**config.mk**
```make
export PLATFORM = sky130hd
export DESIGN_NAME = tspra_map_table
export DESIGN_NICKNAME = d
export VERILOG_FILES = /design/src/hdl/tspra_pkg.sv /design/src/hdl/tspra_map_table.sv
export SDC_FILE = /design/constraint.sdc
export NUM_CORES = 1
export LEC_CHECK = 0
export ABC_CLOCK_PERIOD_IN_PS = 3900
export BUFFER_PORTS_ARGS = -buffer_cell sky130_fd_sc_hd__clkbuf_2
export CAP_MARGIN = 10
export CORE_ASPECT_RATIO = 2
export CORE_MARGIN = 3
export CORE_UTILIZATION = 56
export CTS_CLUSTER_DIAMETER = 40
export DETAILED_ROUTE_END_ITERATION = 10
export GPL_TIMING_DRIVEN = 0
export PLACE_DENSITY = 0.72
export SLEW_MARGIN = 15
export SYNTH_ARGS = -nofsm -noshare
export SYNTH_HDL_FRONTEND = slang
export SYNTH_SLANG_ARGS = --single-unit
```
**constraint.sdc**
```tcl
create_clock -name clk -period 3.9 [get_ports clk]
set_clock_uncertainty 0.2 [all_clocks]
set_input_delay 0.585 -clock clk [delete_from_list [all_inputs] [get_ports clk]]
set_output_delay 0.585 -clock clk [all_outputs]
set_load 0.005 [all_outputs]
```
**src/hdl/tspra_pkg.sv**
```systemverilog
// ----------------------------------------------------------------------------
// tspra_pkg
// Shared types and constants for the PID remap allocator.
// ----------------------------------------------------------------------------
package tspra_pkg;

  localparam int PidW          = 13;
  localparam int PidSpaceDef   = 8192;
  localparam int MapDepthDef   = 64;
  localparam int WordW         = 32;
  localparam logic [PidW-1:0] PidNone = 13'h1fff;

  typedef enum logic [2:0] {
    ST_NEW        = 3'd0,
    ST_REUSED     = 3'd1,
    ST_NO_FREE    = 3'd2,
    ST_TABLE_FULL = 3'd3,
    ST_CLEARED    = 3'd4
  } status_t;

  typedef enum logic [0:0] {
    REQ_ALLOC = 1'b0,
    REQ_CLEAR = 1'b1
  } req_t;

  typedef enum logic [3:0] {
    S_IDLE, S_CLR, S_LOOK, S_LOOKW, S_WANT, S_SCAN, S_SCANW, S_COMMIT, S_OUT
  } state_t;

endpackage

```
**src/hdl/tspra_map_table.sv**
```systemverilog
// ----------------------------------------------------------------------------
// tspra_map_table
// Old-to-new PID pair table in a synchronous memory.
// ----------------------------------------------------------------------------
module tspra_map_table import tspra_pkg::*; #(
  parameter int Depth = MapDepthDef,
  parameter int AddrW = $clog2(Depth)
) (
  input  logic              clk,
  input  logic [AddrW-1:0]  rd_addr,
  output logic [2*PidW-1:0] rd_data,
  input  logic              wr_en,
  input  logic [AddrW-1:0]  wr_addr,
  input  logic [2*PidW-1:0] wr_data
);

  logic [2*PidW-1:0] mem [Depth];

  always_ff @(posedge clk) begin
    if (wr_en) begin
      mem[wr_addr] <= wr_data;
    end
    rd_data <= mem[rd_addr];
  end

endmodule

```
---- Word level (Yosys, flattened, before mapping) ----
Memory sizes are Yosys's and may differ from the RTL's. A register that Yosys moved wholly into a read port is not among the register bits.
Cells that the tools add are included.
storage, ports and cells
  bits in registers ....................... 0
  memory bits (writable) .................. 1664
  memory bits (read-only) ................. 0
  memories kept ........................... 1
  bits of input ports ..................... 40
  output and inout port bits .............. 26
  bits in latches ......................... 0
memory list
  name  depth  bits a word  rd ports  clocked after memory_dff  write ports  line                   source
  mem   64     26           1         1                         1            tspra_map_table.sv:17  logic [2*PidW-1:0] mem [Depth];
cells by class
  reductions and logical operators ........ 0
  shift-type cells ........................ 0
  $lt $le $gt $ge ......................... 0
  bitwise operators ....................... 0
  equal/unequal tests ..................... 0
  divide/modulo/power cells ............... 0
  add/sub/neg operators ................... 0
  multiplexer cells ....................... 2
  multiply operators ...................... 0
operators by type and width
  cell              count
  1-bit 2-to-1 mux  2

---- Longest topological paths before layout ----
  word-level depth ........................ 2
  gate-level depth with buffers ........... 10

---- Worst setup path before layout ----
No wires, ideal clock.
  path kind ............................... input-to-reg
  start point ............................. in wr_addr[3]
  end point ............................... mem mem[48][0] in the netlist's numbering, enable pin
  slack ................................... 0.377 ns
  stages on the path ...................... 4
  arrival ................................. 2.881 ns
  required time ........................... 3.258 ns
  cell sequence ........................... clkbuf_1 nor2b_1 nand4b_1 nor3_1
RTL lines
  what                line                   source
  start: declaration  tspra_map_table.sv:13  input logic [AddrW-1:0] wr_addr,
  end: declaration    tspra_map_table.sv:17
Straight into the memory's write port.

==> results.json <==
{
  "status": "complete, but fails checks",
  "violations": "capacitance limit, setup timing",
  "slew_violations": 0,
  "yosys_warnings": 0,
  "finalHoldViolations": 0,
  "synth-seq-cells": 1690,
  "clockRootBuffer": "clkbuf_16",
  "p_leak_nw": 23.3,
  "fin_crit_sh": 1.02,
  "die_area_um2": 119000,
  "postCtsSetupBuffers": 0,
  "arrival_ns": 4.44,
  "synth_top_area_share": 0.779,
  "place_hpwl_mm": 120,
  "vias": 32000,
  "cpPeakStageDelay_ns": 0.69,
  "final_nets": 3164,
  "cts_tree": "yes",
  "dr.first_iter.drc_count": 4027,
  "critPathLaunchType": "input port",
  "setup_viol": 3,
  "slowest_stage": "clkbuf_1",
  "cts_buffers": 138,
  "cp_top_family": "buffers and inverters",
  "setup_ws_ns": -0.0940,
  "grt.overflow.total": 0,
  "route.detailed.drc": 0,
  "setup_tns_ns": -0.167,
  "gp_congestion": 0.969,
  "cp.required_ns": 4.34,
  "grt_pass1_wl_mm": 247,
  "cts_sinks": 1690,
  "start_util": 0.565,
  "end_kind": "flip-flop",
  "synth-seq-area-share": 0.787,
  "rsz0062_at_grt": "false",
  "ys_top_cells_by_area": "edfxtp_1 78%, mux4_2 13%, mux2i_1 3.5%",
  "clk_pin_slew_ns": 0.06,
  "p_per_area_nw_per_um2": 492,
  "grt_max_degree": 65,
  "drive_gt1_frac": 0.269,
  "instances_no_fill": 4753,
  "grt_pass1_vias": 32900,
  "relSlewSlack": 0.0165,
  "drv_cap": 1,
  "h-tree-depth": 4,
  "syn2layout_area_growth_pct": 14.2,
  "rows": 175,
  "wire_per_inst_um": 37.2,
  "fmax_mhz": 250,
  "min_path_type": "input port to flip-flop",
  "routed_wl_mm": 177,
  "io_buffers": 58,
  "synth_cell_types": 32,
  "syn-instance-count": 2841,
  "track_usage": 0.304,
  "synth_largest_area_cell": "edfxtp_1",
  "syn_avg_cell_area_um2": 22.6,
  "grt_antenna_before_repair": 13,
  "path_buf_inv": 4,
  "ir_drop_mv": 0.479,
  "drtPass1Iterations": 6,
  "die_width_um": 245,
  "synth_nets": 2881,
  "period_needed_ns": 3.99,
  "synth_area_um2": 64200,
  "worstMarginPinSlew_ns": 1.46,
  "viasPerCell": 6.73,
  "core-area_um2": 114000,
  "dieHeight_um": 485,
  "critPathMaxFanout": 10,
  "nFillCells": 7059,
  "cts_buffer_depth": 3,
  "dpl.cell_count": 4486,
  "io_pins": 66,
  "drtAntennaViolNets": 0,
  "crit_type": "input port to flip-flop",
  "path_cells": "buf_2, buf_2, and2_1, clkbuf_1, clkbuf_1, a22oi_1, a31oi_1, o21ai_0, and3_1",
  "clock_latency_ns": 0.79
}
==> what timing repair did <==
| action | in CTS | in global routing |
|---|---|---|
| setup endpoints to repair | 10 | 0 |
| hold endpoints to repair | 23 | 0 |
| hold buffers | 3 | 0 |
| resized for setup | 3 | 0 |
==> synth_stat cells <==
cell         n
mux2i_1    226
clkbuf_4     1
or3_1        1
a31oi_1     42
nor2b_1      6
nand2b_1     4
o22ai_1     58
clkbuf_1    63
a211oi_1    10
nor3_1       2
o21ai_0     32
buf_6       11
a21o_1      16
nand3_1      6
buf_2       57
nor2_1      87
buf_1        8
edfxtp_1  1664
a22oi_1     84
and3_1      16
mux4_2     362
or2_2        1
buf_8        4
buf_4       19
o31ai_1     16
nand4b_1     1
and2_1       2
or3b_2       3
nand2_1      6
nand3b_1     5
dfxtp_1     26
nand4_1      2
==> worst paths after layout <==
path	startpoint	to	slack [ns]	cells past startpoint
setup reg to reg	mem[61][17]	rd_data[17]	1.08	5
hold / removal	wr_data[14]	mem[35][14]	0.01	1
hold reg to reg	mem[61][18]	rd_data[18]	0.72	4
setup / recovery	rd_addr[1]	rd_data[14]	-0.09	9
==> registers in the layout (all words and copies together), names as in the netlist <==
name,count
mem,1664
rd_data,26
==> through the flow <==
stage / hold WS (ns) / total power (W) / area, um^2 / util / worst slack (ns)
final: 0.0120 / 0.0361 / 73300 / 0.645 / -0.0940
after floorplan: 0.484 / 0.0215 / 64200 / - / 0.377
after global placement: 0.703 / 0.0224 / 66400 / 0.584 / -1.52
after global routing: -0.000528 / 0.0369 / 73300 / 0.645 / 0.0292
after detailed placement: 0.702 / 0.0226 / 68700 / 0.605 / -1.02
after CTS: 0.000623 / 0.0362 / 73200 / 0.645 / 0.0717
==> layout by cell type, fill, tap and decap left out, types with 16 or more instances in the layout <==
cell type / Yosys / routed
a21o_1: 16 / 16
a22oi_1: 84 / 84
buf_2: 57 / 60
clkinv_1: 0 / 26
mux2i_1: 226 / 226
clkinv_2: 0 / 24
buf_4: 19 / 28
nor2_1: 87 / 24
clkbuf_4: 1 / 20
o21ai_0: 32 / 28
nor2_4: 0 / 62
and3_1: 16 / 16
clkbuf_16: 0 / 147
edfxtp_1: 1664 / 1664
clkbuf_2: 0 / 34
o22ai_1: 58 / 56
a31oi_1: 42 / 42
buf_16: 0 / 36
dfxtp_1: 26 / 26
o31ai_1: 16 / 16
buf_12: 0 / 41
clkbuf_1: 63 / 84
mux4_2: 362 / 362
==> metal layers <==
layer  global-route usage  wire [um]
met3               0.0544      13300
met2                0.540      94200
met1                0.321      52300
met5                    0         46
met4                0.223      16900
==> report_power, final <==
part           internal (W)  leakage [nW]  switching [W]  total, W
sequential           0.0201          15.2      0.0000531    0.0201
combinational      0.000710          5.94        0.00136   0.00207
clock               0.00754          2.17        0.00631    0.0139
==> cells by family after synthesis <==
logic type / Yosys count / synth area share
muxes: 588 / 0.162
buffers and inverters: 163 / 0.0138
DFF: 1690 / 0.787
AOI/OAI and AO/OA: 258 / 0.0270
and+or+nand+nor: 142 / 0.0103
==> area by class of cell <==
cell class,count,area [um^2],share of cell area
clock inverters,80,674,0.00920
plain buffers,162,885,0.0121
repair buffers,144,2240,0.0305
well taps,1504,1880,0.0257
clock buffers,172,3790,0.0517
diodes,13,32.5,0.000444
multi-input cells,988,13300,0.181
flip-flops and latches,1690,50500,0.689
Power figures use the tool's default switching activity.
